$ cat config.mk
export PLATFORM = sky130hd
export DESIGN_NAME = i2c_accel_register_slave_flat
export DESIGN_NICKNAME = d
export VERILOG_FILES = /design/src/hw/rtl/i2cs_pkg.sv /design/src/hw/rtl/i2cs_req_if.sv /design/src/hw/rtl/i2cs_rsp_if.sv /design/src/hw/rtl/i2cs_ctrl.sv /design/src/hw/rtl/i2cs_dp.sv /design/src/hw/rtl/i2c_accel_register_slave.sv /design/src/flat_wrapper.sv
export VERILOG_INCLUDE_DIRS = /design/src /design/src/hw/rtl
export SDC_FILE = /design/constraint.sdc
export NUM_CORES = 1
export LEC_CHECK = 0
export ABC_AREA = 1
export BUFFER_PORTS_ARGS = -buffer_cell sky130_fd_sc_hd__buf_2
export CORE_UTILIZATION = 55
export CTS_CLUSTER_DIAMETER = 50
export DETAILED_ROUTE_END_ITERATION = 16
export GPL_ROUTABILITY_DRIVEN = 0
export PLACE_DENSITY = 0.81
export REMOVE_ABC_BUFFERS = 1
export SETUP_SLACK_MARGIN = 0.2
export SLEW_MARGIN = 40
export SYNTH_ARGS = -nofsm -noshare
export SYNTH_HDL_FRONTEND = slang
export SYNTH_SLANG_ARGS = --single-unit
export TNS_END_PERCENT = 5
$ cat constraint.sdc
create_clock -name clk -period 6.4 [get_ports clk]
set_clock_uncertainty 0.2 [all_clocks]
set_input_delay 1.28 -clock clk [delete_from_list [all_inputs] [get_ports clk]]
set_output_delay 1.28 -clock clk [all_outputs]
set_load 0.05 [all_outputs]
$ cat src/hw/rtl/assert_macros.svh
// Assertion macros used by the controller (i2cs_ctrl) of the register slave.
`ifndef ASSERT_MACROS_SVH
`define ASSERT_MACROS_SVH

// Same-cycle implication, checked at each rising clock edge outside reset
`define ASSERT_IMPLY(label, clk, rst_n, ante, cons, msg) \
    label: assert property (@(posedge clk) disable iff (!rst_n) (ante) |-> (cons)) \
        else $error(msg);

// Next-cycle implication, checked at each rising clock edge outside reset
`define ASSERT_NEXT(label, clk, rst_n, ante, cons, msg) \
    label: assert property (@(posedge clk) disable iff (!rst_n) (ante) |=> (cons)) \
        else $error(msg);

`endif

$ cat src/hw/rtl/i2cs_pkg.sv
// Shared constants, types and lookup functions for the I2C register slave.
package i2cs_pkg;

    // Register file geometry
    localparam int NUM_REGS  = 64;
    localparam int REG_IDX_W = $clog2(NUM_REGS);
    localparam int PTR_W     = 8;

    // Bus event codes
    typedef enum logic [1:0] {
        CMD_BEGIN    = 2'd0,
        CMD_WRITE    = 2'd1,
        CMD_RD_BEGIN = 2'd2,
        CMD_READ     = 2'd3
    } cmd_t;

    // Response status codes
    localparam logic STATUS_ACK  = 1'b0;
    localparam logic STATUS_NACK = 1'b1;

    // Device and register map
    localparam logic [6:0]       DEV_ADDRESS   = 7'h53;
    localparam logic [PTR_W-1:0] REG_POWER     = 8'h2D;
    localparam logic [PTR_W-1:0] REG_DATA_LO   = 8'h32;
    localparam logic [PTR_W-1:0] REG_DATA_HI   = 8'h37;
    localparam logic [7:0]       ID_VALUE      = 8'hE5;
    localparam int               MEASURE_BIT   = 3;
    localparam logic [15:0]      Z_LEVEL       = 16'd256;
    localparam logic [3:0]       QUARTER_SHIFT = 4'd4;

    // Snapshot sequencing: six data bytes, one per cycle
    localparam int SNAP_BYTES = 6;
    localparam int STEP_W     = $clog2(SNAP_BYTES);

    // Controller to datapath commands
    typedef struct packed {
        logic              accept;
        logic              load_read;
        logic              snap_we;
        logic [STEP_W-1:0] snap_step;
        logic              snap_done;
    } ctl_cmd_t;

    // Datapath to controller status (decode of the offered request)
    typedef struct packed {
        logic want_read;
        logic want_snap;
    } dp_stat_t;

    // 16-entry triangle wave, two's complement
    function automatic logic [15:0] tri_val(input logic [3:0] ph);
        logic [15:0] v;
        case (ph)
            4'd0:    v = 16'h0000;
            4'd1:    v = 16'h0004;
            4'd2:    v = 16'h0008;
            4'd3:    v = 16'h000C;
            4'd4:    v = 16'h0010;
            4'd5:    v = 16'h000C;
            4'd6:    v = 16'h0008;
            4'd7:    v = 16'h0004;
            4'd8:    v = 16'h0000;
            4'd9:    v = 16'hFFFC;
            4'd10:   v = 16'hFFF8;
            4'd11:   v = 16'hFFF4;
            4'd12:   v = 16'hFFF0;
            4'd13:   v = 16'hFFF4;
            4'd14:   v = 16'hFFF8;
            4'd15:   v = 16'hFFFC;
            default: v = 16'h0000;
        endcase
        return v;
    endfunction

    // Byte of the little-endian X, Y, Z snapshot at a given offset
    function automatic logic [7:0] snap_byte(input logic [3:0] ph,
                                             input logic [STEP_W-1:0] step);
        logic [15:0] x;
        logic [15:0] y;
        logic [7:0]  b;
        x = tri_val(ph);
        y = tri_val(ph + QUARTER_SHIFT);
        case (step)
            STEP_W'(0): b = x[7:0];
            STEP_W'(1): b = x[15:8];
            STEP_W'(2): b = y[7:0];
            STEP_W'(3): b = y[15:8];
            STEP_W'(4): b = Z_LEVEL[7:0];
            STEP_W'(5): b = Z_LEVEL[15:8];
            default:    b = 8'h00;
        endcase
        return b;
    endfunction

endpackage

$ cat src/hw/rtl/i2cs_req_if.sv
// Request channel: one bus event per transfer.
interface i2cs_req_if;
    logic       valid;
    logic       ready;
    logic [1:0] cmd;
    logic [6:0] dev_addr;
    logic [7:0] data_byte;
    logic [7:0] read_len;

    modport source (output valid, output cmd, output dev_addr, output data_byte,
                    output read_len, input ready);
    modport sink   (input valid, input cmd, input dev_addr, input data_byte,
                    input read_len, output ready);
endinterface

$ cat src/hw/rtl/i2cs_rsp_if.sv
// Response channel: status and read byte for each request.
interface i2cs_rsp_if;
    logic       valid;
    logic       ready;
    logic       status;
    logic [7:0] read_data;

    modport source (output valid, output status, output read_data, input ready);
    modport sink   (input valid, input status, input read_data, output ready);
endinterface

$ cat src/hw/rtl/i2cs_ctrl.sv
// Controller: request handshake, response valid and snapshot sequencer.
`include "assert_macros.svh"

module i2cs_ctrl (
    input  logic                clk,
    input  logic                rst_n,
    input  logic                req_valid,
    output logic                req_ready,
    output logic                rsp_valid,
    input  logic                rsp_ready,
    input  i2cs_pkg::dp_stat_t  stat,
    output i2cs_pkg::ctl_cmd_t  ctl
);

    typedef enum logic [2:0] {
        ST_IDLE = 3'b001,
        ST_READ = 3'b010,
        ST_SNAP = 3'b100
    } state_t;

    localparam logic [i2cs_pkg::STEP_W-1:0] STEP_LAST =
        i2cs_pkg::STEP_W'(i2cs_pkg::SNAP_BYTES - 1);

    state_t                       state_reg, state_next;
    logic [i2cs_pkg::STEP_W-1:0]  step_reg, step_next;
    logic                         rsp_valid_reg, rsp_valid_next;
    logic                         accept;

    // Take a request only when idle and the response register is free
    assign req_ready = (state_reg == ST_IDLE) && (!rsp_valid_reg || rsp_ready);
    assign accept    = req_valid && req_ready;
    assign rsp_valid = rsp_valid_reg;

    // Next state
    always_comb
    begin
        state_next     = state_reg;
        step_next      = step_reg;
        rsp_valid_next = rsp_valid_reg && !rsp_ready;
        case (state_reg)
            ST_IDLE:
            begin
                if (accept)
                begin
                    if (stat.want_read)
                    begin
                        state_next = ST_READ;
                    end
                    else
                    begin
                        rsp_valid_next = 1'b1;
                        if (stat.want_snap)
                        begin
                            state_next = ST_SNAP;
                            step_next  = '0;
                        end
                    end
                end
            end
            ST_READ:
            begin
                rsp_valid_next = 1'b1;
                state_next     = ST_IDLE;
            end
            ST_SNAP:
            begin
                if (step_reg == STEP_LAST)
                begin
                    state_next = ST_IDLE;
                end
                else
                begin
                    step_next = step_reg + 1'b1;
                end
            end
            default:
            begin
                state_next = ST_IDLE;
            end
        endcase
    end

    // State registers
    always_ff @(posedge clk or negedge rst_n)
    begin
        if (!rst_n)
        begin
            state_reg     <= ST_IDLE;
            step_reg      <= '0;
            rsp_valid_reg <= 1'b0;
        end
        else
        begin
            state_reg     <= state_next;
            step_reg      <= step_next;
            rsp_valid_reg <= rsp_valid_next;
        end
    end

    // Commands to the datapath
    always_comb
    begin
        ctl.accept    = accept;
        ctl.load_read = (state_reg == ST_READ);
        ctl.snap_we   = (state_reg == ST_SNAP);
        ctl.snap_step = step_reg;
        ctl.snap_done = (state_reg == ST_SNAP) && (step_reg == STEP_LAST);
    end

    // Read data lands in a response register that is already empty
    `ASSERT_IMPLY(a_read_rsp_free, clk, rst_n, state_reg == ST_READ, !rsp_valid_reg, "read response register busy")
    // A snapshot request starts the byte sequencer
    `ASSERT_NEXT(a_snap_start, clk, rst_n, accept && !stat.want_read && stat.want_snap, state_reg == ST_SNAP && step_reg == '0, "snapshot not started")
    // The sequencer ends after the last data byte
    `ASSERT_NEXT(a_snap_end, clk, rst_n, state_reg == ST_SNAP && step_reg == STEP_LAST, state_reg == ST_IDLE, "snapshot overran")

endmodule

$ cat src/hw/rtl/i2cs_dp.sv
// Datapath: register file, pointer, bus state, wave phase and response payload.
module i2cs_dp (
    input  logic                clk,
    input  logic                rst_n,
    input  logic [1:0]          cmd,
    input  logic [6:0]          dev_addr,
    input  logic [7:0]          data_byte,
    input  logic [7:0]          read_len,
    input  i2cs_pkg::ctl_cmd_t  ctl,
    output i2cs_pkg::dp_stat_t  stat,
    output logic                status,
    output logic [7:0]          read_data
);

    localparam int IW = i2cs_pkg::REG_IDX_W;
    localparam int PW = i2cs_pkg::PTR_W;
    localparam logic [PW:0] NUM_REGS_W = (PW + 1)'(i2cs_pkg::NUM_REGS);

    // Register file and per-entry written flags
    logic [7:0]                  mem_reg [i2cs_pkg::NUM_REGS];
    logic [i2cs_pkg::NUM_REGS-1:0] valid_reg;

    logic [PW-1:0] ptr_reg;
    logic [3:0]    phase_reg;
    logic          sel_reg;
    logic          pend_reg;
    logic          measure_reg;

    logic [7:0]    rd_data_reg;
    logic          rd_valid_reg;
    logic          rd_range_reg;
    logic          rd_id_reg;
    logic          status_reg;
    logic [7:0]    read_data_reg;

    i2cs_pkg::cmd_t op;
    logic           ptr_in_range;
    logic [PW:0]    ptr_inc;
    logic [PW-1:0]  ptr_adv;
    logic [PW:0]    burst_end;
    logic           overlap;
    logic           addr_match;
    logic           host_we;
    logic           wr_en;
    logic [PW-1:0]  snap_addr;
    logic [IW-1:0]  wr_idx;
    logic [IW-1:0]  rd_idx;
    logic [7:0]     wr_data;
    logic [7:0]     rd_value;
    logic           nack;

    // Request decode
    assign op           = i2cs_pkg::cmd_t'(cmd);
    assign addr_match   = (dev_addr == i2cs_pkg::DEV_ADDRESS);
    assign ptr_in_range = ({1'b0, ptr_reg} < NUM_REGS_W);
    assign ptr_inc      = {1'b0, ptr_reg} + 1'b1;
    assign ptr_adv      = (ptr_inc >= NUM_REGS_W) ? '0 : ptr_inc[PW-1:0];
    assign burst_end    = {1'b0, ptr_reg} + {1'b0, read_len};
    assign overlap      = (read_len != 8'd0) && (ptr_reg <= i2cs_pkg::REG_DATA_HI)
                          && (burst_end > {1'b0, i2cs_pkg::REG_DATA_LO});

    assign stat.want_read = sel_reg && (op == i2cs_pkg::CMD_READ);
    assign stat.want_snap = sel_reg && (op == i2cs_pkg::CMD_RD_BEGIN) && overlap
                            && measure_reg;

    assign nack = (op == i2cs_pkg::CMD_BEGIN) ? !addr_match : !sel_reg;

    // Write port: host byte or snapshot byte
    assign host_we   = ctl.accept && sel_reg && (op == i2cs_pkg::CMD_WRITE) && !pend_reg
                       && ptr_in_range;
    assign wr_en     = host_we || ctl.snap_we;
    assign snap_addr = i2cs_pkg::REG_DATA_LO + PW'(ctl.snap_step);
    assign wr_idx    = ctl.snap_we ? snap_addr[IW-1:0] : ptr_reg[IW-1:0];
    assign wr_data   = ctl.snap_we ? i2cs_pkg::snap_byte(phase_reg, ctl.snap_step)
                                   : data_byte;
    assign rd_idx    = ptr_reg[IW-1:0];

    // Register file array, registered read at the pointer
    always_ff @(posedge clk)
    begin
        if (wr_en)
        begin
            mem_reg[wr_idx] <= wr_data;
        end
        rd_data_reg  <= mem_reg[rd_idx];
        rd_valid_reg <= valid_reg[rd_idx];
        rd_range_reg <= ptr_in_range;
        rd_id_reg    <= (ptr_reg == '0);
    end

    // Unwritten entries read as their reset value
    always_comb
    begin
        if (!rd_range_reg)
        begin
            rd_value = 8'h00;
        end
        else if (rd_valid_reg)
        begin
            rd_value = rd_data_reg;
        end
        else if (rd_id_reg)
        begin
            rd_value = i2cs_pkg::ID_VALUE;
        end
        else
        begin
            rd_value = 8'h00;
        end
    end

    // Written flags
    always_ff @(posedge clk or negedge rst_n)
    begin
        if (!rst_n)
        begin
            valid_reg <= '0;
        end
        else if (wr_en)
        begin
            valid_reg[wr_idx] <= 1'b1;
        end
    end

    // Bus state, pointer, measure shadow and wave phase
    always_ff @(posedge clk or negedge rst_n)
    begin
        if (!rst_n)
        begin
            ptr_reg     <= '0;
            phase_reg   <= '0;
            sel_reg     <= 1'b0;
            pend_reg    <= 1'b0;
            measure_reg <= 1'b0;
        end
        else
        begin
            if (ctl.accept)
            begin
                case (op)
                    i2cs_pkg::CMD_BEGIN:
                    begin
                        sel_reg  <= addr_match;
                        pend_reg <= addr_match;
                    end
                    i2cs_pkg::CMD_WRITE:
                    begin
                        if (sel_reg)
                        begin
                            if (pend_reg)
                            begin
                                ptr_reg  <= data_byte;
                                pend_reg <= 1'b0;
                            end
                            else
                            begin
                                ptr_reg <= ptr_adv;
                            end
                        end
                    end
                    i2cs_pkg::CMD_RD_BEGIN:
                    begin
                        if (sel_reg)
                        begin
                            pend_reg <= 1'b0;
                        end
                    end
                    i2cs_pkg::CMD_READ:
                    begin
                        if (sel_reg)
                        begin
                            ptr_reg <= ptr_adv;
                        end
                    end
                    default:
                    begin
                        sel_reg <= sel_reg;
                    end
                endcase
            end
            if (host_we && (ptr_reg == i2cs_pkg::REG_POWER))
            begin
                measure_reg <= data_byte[i2cs_pkg::MEASURE_BIT];
            end
            if (ctl.snap_done)
            begin
                phase_reg <= phase_reg + 1'b1;
            end
        end
    end

    // Response payload
    always_ff @(posedge clk)
    begin
        if (ctl.load_read)
        begin
            status_reg    <= i2cs_pkg::STATUS_ACK;
            read_data_reg <= rd_value;
        end
        else if (ctl.accept)
        begin
            status_reg    <= nack ? i2cs_pkg::STATUS_NACK : i2cs_pkg::STATUS_ACK;
            read_data_reg <= 8'h00;
        end
    end

    assign status    = status_reg;
    assign read_data = read_data_reg;

endmodule

$ cat src/hw/rtl/i2c_accel_register_slave.sv
// Byte-level I2C register slave at address 0x53 with an accelerometer data block.
// Each request is one bus event; each gives one response (status, read byte).
// Begin, write-byte and read-begin events are answered in the cycle after
// acceptance, so with the response taken at once one event is accepted per
// cycle. A read-byte event passes through the read state before its answer:
// the register file has one registered read port at the pointer. A read-begin
// that loads a measurement snapshot holds off new events while the six data
// bytes go one per cycle through the single write port; its response does not wait.
// The register file needs no clearing pass after reset: per-entry written
// flags make unwritten entries read as their reset value (0xE5 at entry 0).
module i2c_accel_register_slave (
    input  logic           clk,
    input  logic           rst_n,
    i2cs_req_if.sink       req,
    i2cs_rsp_if.source     rsp
);

    i2cs_pkg::ctl_cmd_t ctl;
    i2cs_pkg::dp_stat_t stat;

    // Sequencing and handshake
    i2cs_ctrl u_ctrl (
        .clk       (clk),
        .rst_n     (rst_n),
        .req_valid (req.valid),
        .req_ready (req.ready),
        .rsp_valid (rsp.valid),
        .rsp_ready (rsp.ready),
        .stat      (stat),
        .ctl       (ctl)
    );

    // Storage and response payload
    i2cs_dp u_dp (
        .clk       (clk),
        .rst_n     (rst_n),
        .cmd       (req.cmd),
        .dev_addr  (req.dev_addr),
        .data_byte (req.data_byte),
        .read_len  (req.read_len),
        .ctl       (ctl),
        .stat      (stat),
        .status    (rsp.status),
        .read_data (rsp.read_data)
    );

endmodule
$ cat src/flat_wrapper.sv
// flat-port wrapper written by rule: the top's interface ports become plain ports
module i2c_accel_register_slave_flat 
  (clk, rst_n, req_valid, req_cmd, req_dev_addr, req_data_byte, req_read_len, req_ready, rsp_valid, rsp_status, rsp_read_data, rsp_ready);
  i2cs_req_if req_i ();
  i2cs_rsp_if rsp_i ();
  input  logic clk;
  input  logic rst_n;
  input wire logic [$bits(req_i.valid)-1:0] req_valid;
  input wire logic [$bits(req_i.cmd)-1:0] req_cmd;
  input wire logic [$bits(req_i.dev_addr)-1:0] req_dev_addr;
  input wire logic [$bits(req_i.data_byte)-1:0] req_data_byte;
  input wire logic [$bits(req_i.read_len)-1:0] req_read_len;
  output wire logic [$bits(req_i.ready)-1:0] req_ready;
  output wire logic [$bits(rsp_i.valid)-1:0] rsp_valid;
  output wire logic [$bits(rsp_i.status)-1:0] rsp_status;
  output wire logic [$bits(rsp_i.read_data)-1:0] rsp_read_data;
  input wire logic [$bits(rsp_i.ready)-1:0] rsp_ready;
  assign req_i.valid = req_valid;
  assign req_i.cmd = req_cmd;
  assign req_i.dev_addr = req_dev_addr;
  assign req_i.data_byte = req_data_byte;
  assign req_i.read_len = req_read_len;
  assign req_ready = req_i.ready;
  assign rsp_valid = rsp_i.valid;
  assign rsp_status = rsp_i.status;
  assign rsp_read_data = rsp_i.read_data;
  assign rsp_i.ready = rsp_ready;
  i2c_accel_register_slave u_core (.clk(clk), .rst_n(rst_n), .req(req_i), .rsp(rsp_i));
endmodule
Yosys cells after proc, flatten, opt, wreduce, memory -nomap -nowiden
Memory sizes are Yosys's and may differ from the RTL's. A register that Yosys moved wholly into a read port is not among the register bits.
Index checks and enable logic that the tools add are counted.
{ "totals": {"register_bits": 98, "ramBits": 512, "wordCells": 125, "output_inout_bits": 11, "mem_bits_ro": 448, "inputBits": 29, "memories": 3} }
{ "memory_table": {"columns": ["memory", "words", "width", "read_ports", "rd_ports_with_merged_regs", "write_ports", "line_no", "text"], "rows": [
  ["u_core.u_dp.mem_reg", 64, 8, 1, 1, 1, "i2cs_dp.sv:20", "logic [7:0] mem_reg [i2cs_pkg::NUM_REGS];"],
  ["(no name shown)", 16, 14, 1, 0, 0, "i2cs_pkg.sv:53", "case (ph)"],
  ["(no name shown)", 16, 14, 1, 0, 0, "i2cs_pkg.sv:53", null]
]} }
{ "op_classes": {"order_cmp": 7, "reduce_logical": 37, "addsub": 6, "eq_ne": 21, "mux": 36, "bitwise_logic": 1} }
{ "op_table": {"columns": ["op", "count"], "rows": [
  ["8-bit two-way mux", 10],
  ["64-bit bitwise OR", 1],
  ["8-bit one-hot mux with 5 select lines", 1],
  ["3-bit two-way mux", 8],
  ["1-bit logical AND", 16],
  ["8-bit one-hot mux with 2 select lines", 1],
  ["6-bit by 7-bit less-than comparator with 1-bit output, second input constant", 2],
  ["3-bit one-hot mux with 2 select lines", 2],
  ["2-bit != test, second input constant", 5],
  ["8-bit by 1-bit adder with 9-bit output, second input constant", 1],
  ["8-bit by 8-bit adder with 9-bit output", 1],
  ["3-bit by 2-bit equality test with 1-bit output, second input constant", 3],
  ["9-bit by 7-bit greater-or-equal comparator with 1-bit output, second input constant", 1],
  ["9-bit by 6-bit greater-than comparator with 1-bit output, second input constant", 1],
  ["1-bit two-way mux", 9],
  ["8-bit by 6-bit equality test with 1-bit output, second input constant", 1],
  ["8-bit by 6-bit <= comparator with 1-bit output, second input constant", 1],
  ["8-bit zero test", 1],
  ["8-bit by 7-bit less-than comparator with 1-bit output, second input constant", 1],
  ["2-bit nonzero test", 4],
  ["8-bit nonzero test", 1],
  ["7-bit equality test, second input constant", 1],
  ["6-bit by 3-bit adder with 6-bit output, first input constant", 1],
  ["1-bit binary-select mux with 6-bit select", 1],
  ["22 further kinds", 34]
]} }

Longest topological paths before layout
Gate-level depths: netlist of the first run.
{ "depth": {"depth_word": 11, "mapped_depth": 18, "mapped_depth_nobuf": 17} }

Cells and area by module
A second synthesis of the first run with hierarchy kept.
{ "unflattened": {"hier_cells": 2516, "area_unflattened_um2": 26500.4} }
{ "modules_own_cells": {"columns": ["mod", "seq_area_each_um2", "cells_each", "area_each_um2", "instances"], "rows": [
  ["i2cs_dp", 17832.1, 2456, 26053.7, 1],
  ["i2cs_ctrl", 176.4, 60, 446.7, 1]
]} }

Worst setup path after synthesis of the first run
No wires, ideal clock.
{ "synth_path": {"kind": "register to register", "from": "register u_core.u_ctrl.step_reg[1] (netlist name)", "to": "memory u_core.u_dp.mem_reg[0][4] (data pin)", "setup_ns": 0.702, "period_less_slack_ns": 4.584, "setup_slack_ns": 1.816, "path_stages_with_launch": 9, "n_path_buf": 0, "required_ns": 5.498, "t_arrival_ns": 3.682, "path_cell_list": "dfrtp_1 inv_1 ha_1 nand2_1 inv_1 nor3_1 nor2_1 inv_1 o21ai_0"} }
{ "synth_via": {"elab_chain_len": 3, "word_cells_on_any_way": 7, "classes_between": "4 x eq/ne; 2 x mux; 1 x reduce/logical"} }
{ "synth_lines": {"columns": ["item", "line_no", "text"], "rows": [
  ["from (decl)", "i2cs_ctrl.sv:25", "logic [i2cs_pkg::STEP_W-1:0] step_reg, step_next;"],
  ["from (signal assigned)", "i2cs_ctrl.sv:95", "step_reg <= step_next;"],
  ["3-bit equality test (tied with other cells)", "i2cs_pkg.sv:83", "case (step)"],
  ["8-bit one-hot mux with 5 select lines *", "i2cs_pkg.sv:83", null],
  ["8-bit two-way mux *", "i2cs_dp.sv:74", "assign wr_data = ctl.snap_we ? i2cs_pkg::snap_byte(phase_reg, ctl.snap_step)"],
  ["named net u_core.u_dp.wr_data[4]", "i2cs_dp.sv:48", "logic [7:0] wr_data;"],
  ["to (decl)", "i2cs_dp.sv:20", null]
]} }
Mark *: on every way through the listed nets, which the timed path passes. The rest lies on a longest branch.

Final worst setup path of the first run
{ "layout_path": {"from": "register u_core.u_ctrl.state_reg[0]", "to": "memory u_core.u_dp.mem_reg[27][5], enable pin"} }
{ "layout_via": {"elab_chain_len": 10, "word_cells_on_any_way": 12, "classes_between": "2 x eq/ne; 3 x mux; 7 x reduce/logical"} }
{ "layout_lines": {"columns": ["item", "line_no", "text"], "rows": [
  ["from (decl)", "i2cs_ctrl.sv:24", "state_t state_reg, state_next;"],
  ["from (signal assigned)", "i2cs_ctrl.sv:94", "state_reg <= state_next;"],
  ["3-bit by 1-bit equality test with 1-bit output", "i2cs_ctrl.sv:30", "assign req_ready = (state_reg == ST_IDLE) && (!rsp_valid_reg || rsp_ready);"],
  ["1-bit logical AND", "i2cs_ctrl.sv:30", null],
  ["1-bit logical AND", "i2cs_ctrl.sv:31", "assign accept = req_valid && req_ready;"],
  ["1-bit logical AND (3 in series)", "i2cs_dp.sv:69", "assign host_we = ctl.accept && sel_reg && (op == i2cs_pkg::CMD_WRITE) && !pend_reg"],
  ["1-bit logical AND", "i2cs_dp.sv:70", "&& ptr_in_range;"],
  ["1-bit logical OR", "i2cs_dp.sv:71", "assign wr_en = host_we || ctl.snap_we;"],
  ["1-bit two-way mux", "i2cs_dp.sv:81", "if (wr_en)"],
  ["1-bit two-way mux (implied by the code)", "i2cs_dp.sv:83", "mem_reg[wr_idx] <= wr_data;"]
]} }
Parallel ways exist; a longest one is shown, timed or not.

==> results of run 1 <==
## final timing paths
kind,start,cells past startpoint,slack [ns],endpoint
worst min-delay path,u_core.u_dp.valid_reg[53],2,0.26,u_core.u_dp.valid_reg[53]
worst max register to register,u_core.u_ctrl.state_reg[0],6,2.80,u_core.u_dp.mem_reg[27][5]
worst max-delay path,u_core.u_ctrl.state_reg[0],6,2.80,u_core.u_dp.mem_reg[27][5]
worst min register to register,u_core.u_dp.valid_reg[53],2,0.26,u_core.u_dp.valid_reg[53]
max in group asynchronous,rst_n,2,4.42,u_core.u_dp.valid_reg[48]
min in group asynchronous,rst_n,1,0.49,u_core.u_ctrl.step_reg[2]
## cell type report
type | instances | area, µm² | area share, %
clock buffers | 73 | 1630 | 5.73
repair buffers | 63 | 462 | 1.62
multi-input cells | 1374 | 6700 | 23.5
flip-flops and latches | 618 | 18000 | 63.2
clock inverters | 40 | 523 | 1.84
well taps | 600 | 751 | 2.63
inverters | 105 | 407 | 1.43
## stage by stage
step	util, %	hold WS, ns	TNS (ns)
2_1_floorplan	-	0.227	-34.58
3_5_place_dp	57.7	0.245	0
6_report	62.5	0.261	0
3_3_place_gp	57.5	0.238	0
5_1_grt	62.5	0.274	0
4_1_cts	62.5	0.258	0
## logic make-up (layout without fill, tap and decap cells)
family,after synthesis,count (layout),share of synthesized area [%]
flops,618,618,70.5
buf+inv,229,281,3.59
simple gates,779,779,12.5
xor+xnor,6,6,0.206
fa+ha+maj,24,24,1.21
compound gates,565,565,12.0
## cells in the final DEF (no fill, tap or decap), types with 23 or more instances in the layout
master	count
a21oi_1	75
edfxtp_1	520
nand2_1	253
clkbuf_16	61
o22ai_1	129
nor2_1	386
o21ai_0	333
nand3_1	49
or2_1	24
dfrtp_1	83
inv_1	99
ha_1	23
buf_2	38
## worst max-delay path, cell delays in order, from the launching register on
cell and delay [ns]:
dfstp_2 0.55, nor2_1 0.07, nand2_2 0.34, clkinv_2 0.25
nor2_1 0.50, nand3_1 0.58, nor2_1 0.72
## per-layer routing
layer	vias up	track usage [%]
met2	1287	42.3
li1	7903	-
met3	233	5.89
met1	8585	37.5
met5	-	0
met4	2	13.5
## power groups by stage
stage	Sequential, mW	Clock [mW]	Combinational, mW
2_1_floorplan	5.01	0	2.37
3_3_place_gp	4.83	0	3.77
3_5_place_dp	4.84	0	3.91
4_1_cts	4.76	3.83	3.95
5_1_grt	4.78	3.98	4.37
6_report	4.77	3.81	4.07
==> results_dict.tcl, run 1 <==
set metrics [dict create \
    fin_cells 2873 \
    clock_power_share_pct 30.1 \
    synth_top_area_cell "edfxtp_1" \
    h-tree-depth 2 \
    cts_root_buffer "clkbuf_16" \
    ir_worst_vdd_v 0.000362 \
    layout-drive-gt1-share_pct 9.59 \
    drc 0 \
    post-place-ws_ns 2.48 \
    yosys.area.top_type_share_pct 61.1 \
    start_kind "register" \
    die_width_um 218 \
    grt_pass1_wl_mm 99.4 \
    first_iter_violations 2700 \
    vias 18000 \
    postRouteAntennaNets 0 \
    syn_area_um2 25500 \
    row_count 78 \
    fin_nets 2275 \
    setup_viol 0 \
    arrival_ns 3.65 \
    status "finished, final reports clean" \
    worst_hold_path_type "register to register" \
    worst-path-max-fanout 16 \
    finalWirelength_mm 65.1 \
    cts_resized 0 \
    ios 40 \
    critical_path_class "register to register" \
    clk_latency_ns 0.63 \
    grt_pass1_vias 17400 \
    topRoutingLayerUsed "met5" \
    combPwrFrac_pct 32.2 \
    cts_tree "built" \
    grt_remaining_overflow 0 \
    synth-seq-area-share_pct 70.5 \
    grt_setup_unrepaired "false" \
    netlist_top_cells_count "edfxtp_1 (520), nor2_1 (390), o21ai_0 (336)" \
    fin_area_um2 28500 \
    cp.required_ns 6.46 \
    hold_buffers 0 \
    dieHeight_um 218 \
    first_pass_iters 7 \
    synth_seq_cells 618 \
    met3_length_mm 7.50 \
    dp_hpwl_mm 38.4 \
    wl_met2_mm 29.4 \
    synth_edf_count 520 \
    hold_viol 0 \
    cts_buffers 60 \
    syn_avg_cell_area_um2 11.5 \
    vias_per_cell 6.27 \
    maxSlewViolCount 0 \
    endpoint_kind "register" \
    async_flop_share_pct 13.9 \
    powerDensity_nw_per_um2 444 \
    die_area_um2 47300 \
    cap_violations 0 \
    areaGrowthSynthToFinish_pct 11.6 \
    synth_area_leaders "edfxtp_1 (61%), dfrtp_1 (8.3%), o21ai_0 (6.6%), nor2_1 (5.7%), nand2_1 (3.8%)" \
    worst_slack_ns 2.80 \
    p_switching_mw 4.72 \
    fmax_mhz 278 \
    grt_max_degree 148 \
    wire_per_inst_um 22.7 \
    diodes 0 \
    initial_utilization_pct 56.0 \
    track_usage_pct 27.5 \
    antenna_found_initial 1 \
    cts_max_path_buffers 3 \
    yosysWarnings 0 \
    placed_cell_area_um2 26300 \
    slew_headroom_pct 37.4 \
    core_area_um2 45600 \
    ys_types 44 \
    path_clk_slew_ns 0.07 \
    clock_sinks 618 \
    switching_share_pct 37.3 \
    wl_met1_mm 25.2 \
    period_share_pct 56.2 \
    worstMarginPinSlew_ns 0.937 \
    fillers 3248 \
    place_inst 2760 \
    power_frac_seq_pct 37.7 \
    cellLeakagePower_nw 10.3 \
    postCtsSetupBuffers 0 \
    largest_register_ff_count 512 \
    portBuffers 39 \
    netlist_instances 2221 \
    intPower_mw 7.94 \
    total_power_mw 12.7 \
    synth_flop_cell "edfxtp_1" \
    synth.most_common_cell "edfxtp_1" \
    finalCriticalPeriod_ns 3.60 \
]
Note: power is estimated with default switching activity, not from simulation.
==> run 2, diff against run 1 <==
Settings changed: ABC_AREA 1 to 0, PLACE_DENSITY 0.81 to 0.84.
Clock period 6.4 ns to 3.3 ns, I/O delays scaled along.
==> run 2 against run 1 <==
Flip-flop and latch count unchanged. Maximum frequency increased by 21%. Die area decreased by 2.5%. Critical endpoint is now u_core.u_dp.mem_reg[5][4].
==> results_dict.tcl, run 2 <==
set metrics [dict create \
    drc 0 \
    die_width_um 215 \
    post-place-ws_ns 0.226 \
    fmax_mhz 337 \
    layout_commonest_cell "edfxtp_1" \
    portBuffers 39 \
    ios 40 \
    synth_flop_cell "edfxtp_1" \
    arrival_ns 3.06 \
    synth_area_leaders "edfxtp_1 (63%), mux4_2 (13%), dfrtp_1 (8.5%), a22oi_1 (1.5%), nor2_1 (1.4%)" \
    setup_viol 0 \
    layout-drive-gt1-share_pct 29.5 \
    worstPathCellList "nor3b_4, nand3_4, nor4b_4, and2b_4, nand2_2, nor2_1, buf_4" \
    hold_viol 0 \
    place_inst 1995 \
    cts_max_path_buffers 3 \
    synth-seq-area-share_pct 72.4 \
    first_pass_iters 5 \
    ir_worst_vdd_v 0.000389 \
    fin_cells 2104 \
    wl_met2_mm 29.7 \
    grt_setup_unrepaired "true" \
    netlist_top_cells_count "edfxtp_1 (520), mux4_2 (144), nor2_1 (95)" \
    vias 13600 \
    fin_nets 1517 \
    die_area_um2 46100 \
    wire_per_inst_um 27.1 \
    initial_utilization_pct 56.0 \
    multiInputGateArea_um2 6430 \
    cp_slowest_cell "dfstp_2" \
    cp.required_ns 3.39 \
    endpoint_kind "register" \
    postRouteAntennaNets 0 \
    h-tree-depth 2 \
    vias_per_cell 6.48 \
    core_area_um2 44400 \
    cts_buffers 58 \
    period_share_pct 90.0 \
    syn_area_um2 24900 \
    start_kind "register" \
    fin_hold_ws_ns 0.133 \
    track_usage_pct 25.6 \
    regArea_um2 18000 \
    first_iter_violations 1595 \
    ys_types 64 \
    synth_top_area_cell "edfxtp_1" \
    worstMarginPinSlew_ns 0.875 \
    diodes 0 \
    met3_length_mm 4.41 \
    grt_remaining_overflow 0 \
    worst_slack_ns 0.329 \
    synth_edf_count 520 \
    grt_pass1_wl_mm 88.0 \
    status "finished, final reports clean" \
    dieHeight_um 215 \
    worst_hold_path_type "input port to register" \
    grt_max_degree 68 \
    areaGrowthSynthToFinish_pct 14.0 \
    finalCriticalPeriod_ns 2.97 \
    dp_hpwl_mm 33.6 \
    layout_common_cells "edfxtp_1 (520), mux4_2 (144), buf_4 (94)" \
    grt_pass1_vias 14200 \
    cellLeakagePower_nw 10.2 \
    cap_violations 0 \
    slew_headroom_pct 41.5 \
    clk_latency_ns 0.61 \
    cts_root_buffer "clkbuf_16" \
    wl_met1_mm 21.0 \
    fillers 2776 \
    yosys.area.top_type_share_pct 62.7 \
    path_clk_slew_ns 0.06 \
    synth.most_common_cell "edfxtp_1" \
    syn_avg_cell_area_um2 18.7 \
    largest_register_ff_count 512 \
    cts_tree "built" \
    total_power_mw 16.3 \
    fin_util_pct 63.9 \
    finalWirelength_mm 57.1 \
    topRoutingLayerUsed "met4" \
    async_flop_share_pct 13.9 \
    row_count 77 \
    slowest_delay_ns 0.58 \
    powerDensity_nw_per_um2 575 \
    clock_sinks 618 \
    synth_seq_cells 618 \
    critical_path_class "register to register" \
    antenna_found_initial 0 \
    yosysWarnings 0 \
    netlist_instances 1329 \
    maxSlewViolCount 0 \
    worst-path-max-fanout 16 \
    postCtsSetupBuffers 0 \
]
==> run 2: logic make-up after synthesis <==
logic type / after synthesis / synth area share, %
AOI/OAI and AO/OA: 200 / 6.05
xor gates and xnor gates: 8 / 0.281
adders and majority gates: 24 / 1.24
buffers and inverters: 89 / 1.92
DFF: 618 / 72.4
muxes: 150 / 13.3
and+or+nand+nor: 240 / 4.87
==> run 2: where the power goes <==
part	switching (mW)	internal, mW
logic	0.601	0.380
clock network	2.80	4.00
registers	0.0301	8.50
==> run 2: metal layers <==
layer  GRT usage [%]  vias to the layer above
li1                -                     5627
met1            33.1                     7144
met2            44.1                      738
met3            4.13                      135
met4            9.05                        0
met5               0                        -
==> run 2: timing repair <==
item / CTS / global route
hold endpoints to repair: 51 / 0
cloned: 0 / 0
gates resized for setup: 1 / 3
hold buffers: 1 / 0
setup endpoints to repair: 128 / 237
==> run 2: final cells by class <==
type / count / area share (%)
sequential: 618 / 63.5
multi-input combinational: 622 / 22.7
clock buffer: 87 / 5.96
timing repair buffer: 148 / 4.11
tap: 592 / 2.61
clock inverter: 21 / 0.939
inverter: 16 / 0.212
==> run 2: worst max-delay path: cells and delay by family (launching register included) <==
family                 cells  cell delay, ns
DFF                        1            0.58
and+or+nand+nor            6            1.65
buffers and inverters      1            0.21
==> run 2: through the flow <==
step	cell area [µm²]	TNS [ns]
global placement	26400	0
detailed placement	26400	0
CTS	28400	0
floorplan	24500	-2386.06
global route	28400	0
finish	28400	0
==> run 2: worst paths after layout <==
kind                            slack (ns)                       start                         to  depth (start not counted)
min in group asynchronous             0.40                       rst_n  u_core.u_dp.valid_reg[34]                          2
worst max-delay path                  0.33  u_core.u_ctrl.state_reg[0]  u_core.u_dp.mem_reg[5][4]                          7
worst min-delay path                  0.13            req_data_byte[6]     u_core.u_dp.ptr_reg[6]                          3
worst max register to register        0.33  u_core.u_ctrl.state_reg[0]  u_core.u_dp.mem_reg[5][4]                          7
worst min register to register        0.26   u_core.u_dp.valid_reg[57]  u_core.u_dp.valid_reg[57]                          1
max in group asynchronous             1.88                       rst_n   u_core.u_dp.phase_reg[0]                          3
==> run 3, diff against run 2 <==
Settings changed: CTS_BUF_LIST set to sky130_fd_sc_hd__clkbuf_8 sky130_fd_sc_hd__clkbuf_16, RECOVER_POWER set to 50.
==> run 3 against run 2 <==
The flow now finishes with violations (max-capacitance violations, max-slew violations). Die area stayed put. Clock power is 0.6% lower. Non-clock buffer count stayed put. Register-to-register slack worse by 0.17 ns. First-iteration DRC count is 1.0% higher. Final cell count stayed put.
==> results_dict.tcl, run 3 (synthesized netlist as in run 2, its figures left out) <==
set metrics [dict create \
    status "finished, violations left" \
    violations "max-capacitance violations, max-slew violations" \
    portBuffers 39 \
    cts_tree "built" \
    dp_hpwl_mm 33.6 \
    wl_met2_mm 29.7 \
    die_area_um2 46100 \
    clk_latency_ns 0.61 \
    first_iter_violations 1611 \
    grt_remaining_overflow 0 \
    switching_share_pct 21.2 \
    intPower_mw 12.8 \
    combPwrFrac_pct 5.9 \
    postCtsSetupBuffers 0 \
    grt_max_degree 68 \
    finalCriticalPeriod_ns 3.14 \
    critical_path_class "register to register" \
    fin_hold_ws_ns 0.132 \
    areaGrowthSynthToFinish_pct 13.4 \
    setup_viol 0 \
    cap_violations 1 \
    cellLeakagePower_nw 10.1 \
    worstMarginPinSlew_ns 1.61 \
    path_clk_slew_ns 0.06 \
    diodes 0 \
    ios 40 \
    core_area_um2 44400 \
    fin_nets 1517 \
    worst_hold_path_type "input port to register" \
    met3_length_mm 4.49 \
    cts_root_buffer "clkbuf_16" \
    finalWirelength_mm 57.2 \
    endpoint_kind "register" \
    track_usage_pct 25.6 \
    worst-path-max-fanout 9 \
    powerDensity_nw_per_um2 576 \
    fmax_mhz 319 \
    slew_headroom_pct -7.46 \
    ir_worst_vdd_v 0.000388 \
    row_count 77 \
    first_pass_iters 5 \
    postRouteAntennaNets 0 \
    largest_register_ff_count 512 \
    cts_buffers 58 \
    period_share_pct 95.0 \
    dieHeight_um 215 \
    wire_per_inst_um 27.2 \
    cts_max_path_buffers 3 \
    hold_viol 0 \
    wl_met1_mm 21.2 \
    placed_cell_area_um2 26400 \
    topRoutingLayerUsed "met4" \
    vias_per_cell 6.53 \
    grt_pass1_wl_mm 88.0 \
    p_switching_mw 3.45 \
    clock_power_share_pct 41.6 \
    cp.required_ns 3.40 \
    layout_commonest_cell "edfxtp_1" \
    layout-drive-gt1-share_pct 27.9 \
    initial_utilization_pct 56.0 \
    power_frac_seq_pct 52.4 \
    start_kind "register" \
    vias 13700 \
    fin_area_um2 28200 \
    grt_pass1_vias 14200 \
    arrival_ns 3.24 \
    die_width_um 215 \
    h-tree-depth 2 \
    maxSlewViolCount 55 \
    drc 0 \
    clock_sinks 618 \
    antenna_found_initial 0 \
    layout_common_cells "edfxtp_1 (520), mux4_2 (144), nor2_1 (90)" \
    grt_setup_unrepaired "true" \
]
==> run 3: what timing repair did <==
action / CTS / global route
gates resized for setup: 1 / 3
setup endpoints to repair: 128 / 237
hold buffers: 1 / 0
hold endpoints to repair: 51 / 0
==> run 3: area by class of cell <==
type / instances / area, µm²
multi-input combinational: 622 / 6430
clock inverter: 38 / 330
sequential: 618 / 18000
clock buffer: 70 / 1630
inverter: 16 / 60.1
fill: 2817 / 16200
tap: 592 / 741
timing repair buffer: 148 / 1020
==> run 3: worst max-delay path, cell delays in order (launching register included) <==
cell and delay, ns:
dfstp_1 0.62, or3b_1 0.35, clkbuf_1 0.36, nand3_1 0.14, o31ai_1 0.12, nand2_1 0.29
clkbuf_2 0.34, nor2_1 0.20, buf_4 0.20
==> run 3: through the flow <==
stage / setup WS [ns] / total power, mW / setup TNS (ns) / cells / utilization, %
detailed placement: 0.226 / 9.66 / 0 / 1995 / 59.4
CTS: 0.106 / 16.3 / 0 / 2104 / 63.9
floorplan: -4.66 / 9.38 / -2386.06 / 1256 / -
global placement: 0.333 / 9.63 / 0 / 1993 / 59.4
global route: 0.0890 / 16.7 / 0 / 2104 / 63.5
finish: 0.163 / 16.3 / 0 / 2104 / 63.5
==> run 3: routing by layer <==
metal  up-vias  track usage (%)
met5         -                0
met4         0             9.05
met3       130             4.13
met2       758             44.1
met1      7226             33.1
li1       5634                -
==> run 3: power by group through the flow <==
stage | logic, mW | clock network, mW | registers (mW)
CTS | 0.982 | 6.83 | 8.53
global placement | 0.938 | 0 | 8.69
global route | 1.03 | 7.13 | 8.53
floorplan | 0.586 | 0 | 8.79
finish | 0.967 | 6.77 | 8.53
detailed placement | 0.969 | 0 | 8.69
==> run 3: worst paths after layout <==
| check | from | slack (ns) | end | depth (start not counted) |
|---|---|---|---|---|
| worst max-delay path | u_core.u_ctrl.state_reg[0] | 0.16 | u_core.u_dp.mem_reg[24][6] | 8 |
| worst min register to register | u_core.u_dp.valid_reg[57] | 0.26 | u_core.u_dp.valid_reg[57] | 1 |
| max in group asynchronous | rst_n | 0.69 | u_core.u_dp.valid_reg[27] | 3 |
| worst min-delay path | req_data_byte[6] | 0.13 | u_core.u_dp.ptr_reg[6] | 3 |
| worst max register to register | u_core.u_ctrl.state_reg[0] | 0.16 | u_core.u_dp.mem_reg[24][6] | 8 |
| min in group asynchronous | rst_n | 0.78 | u_core.u_dp.valid_reg[35] | 2 |
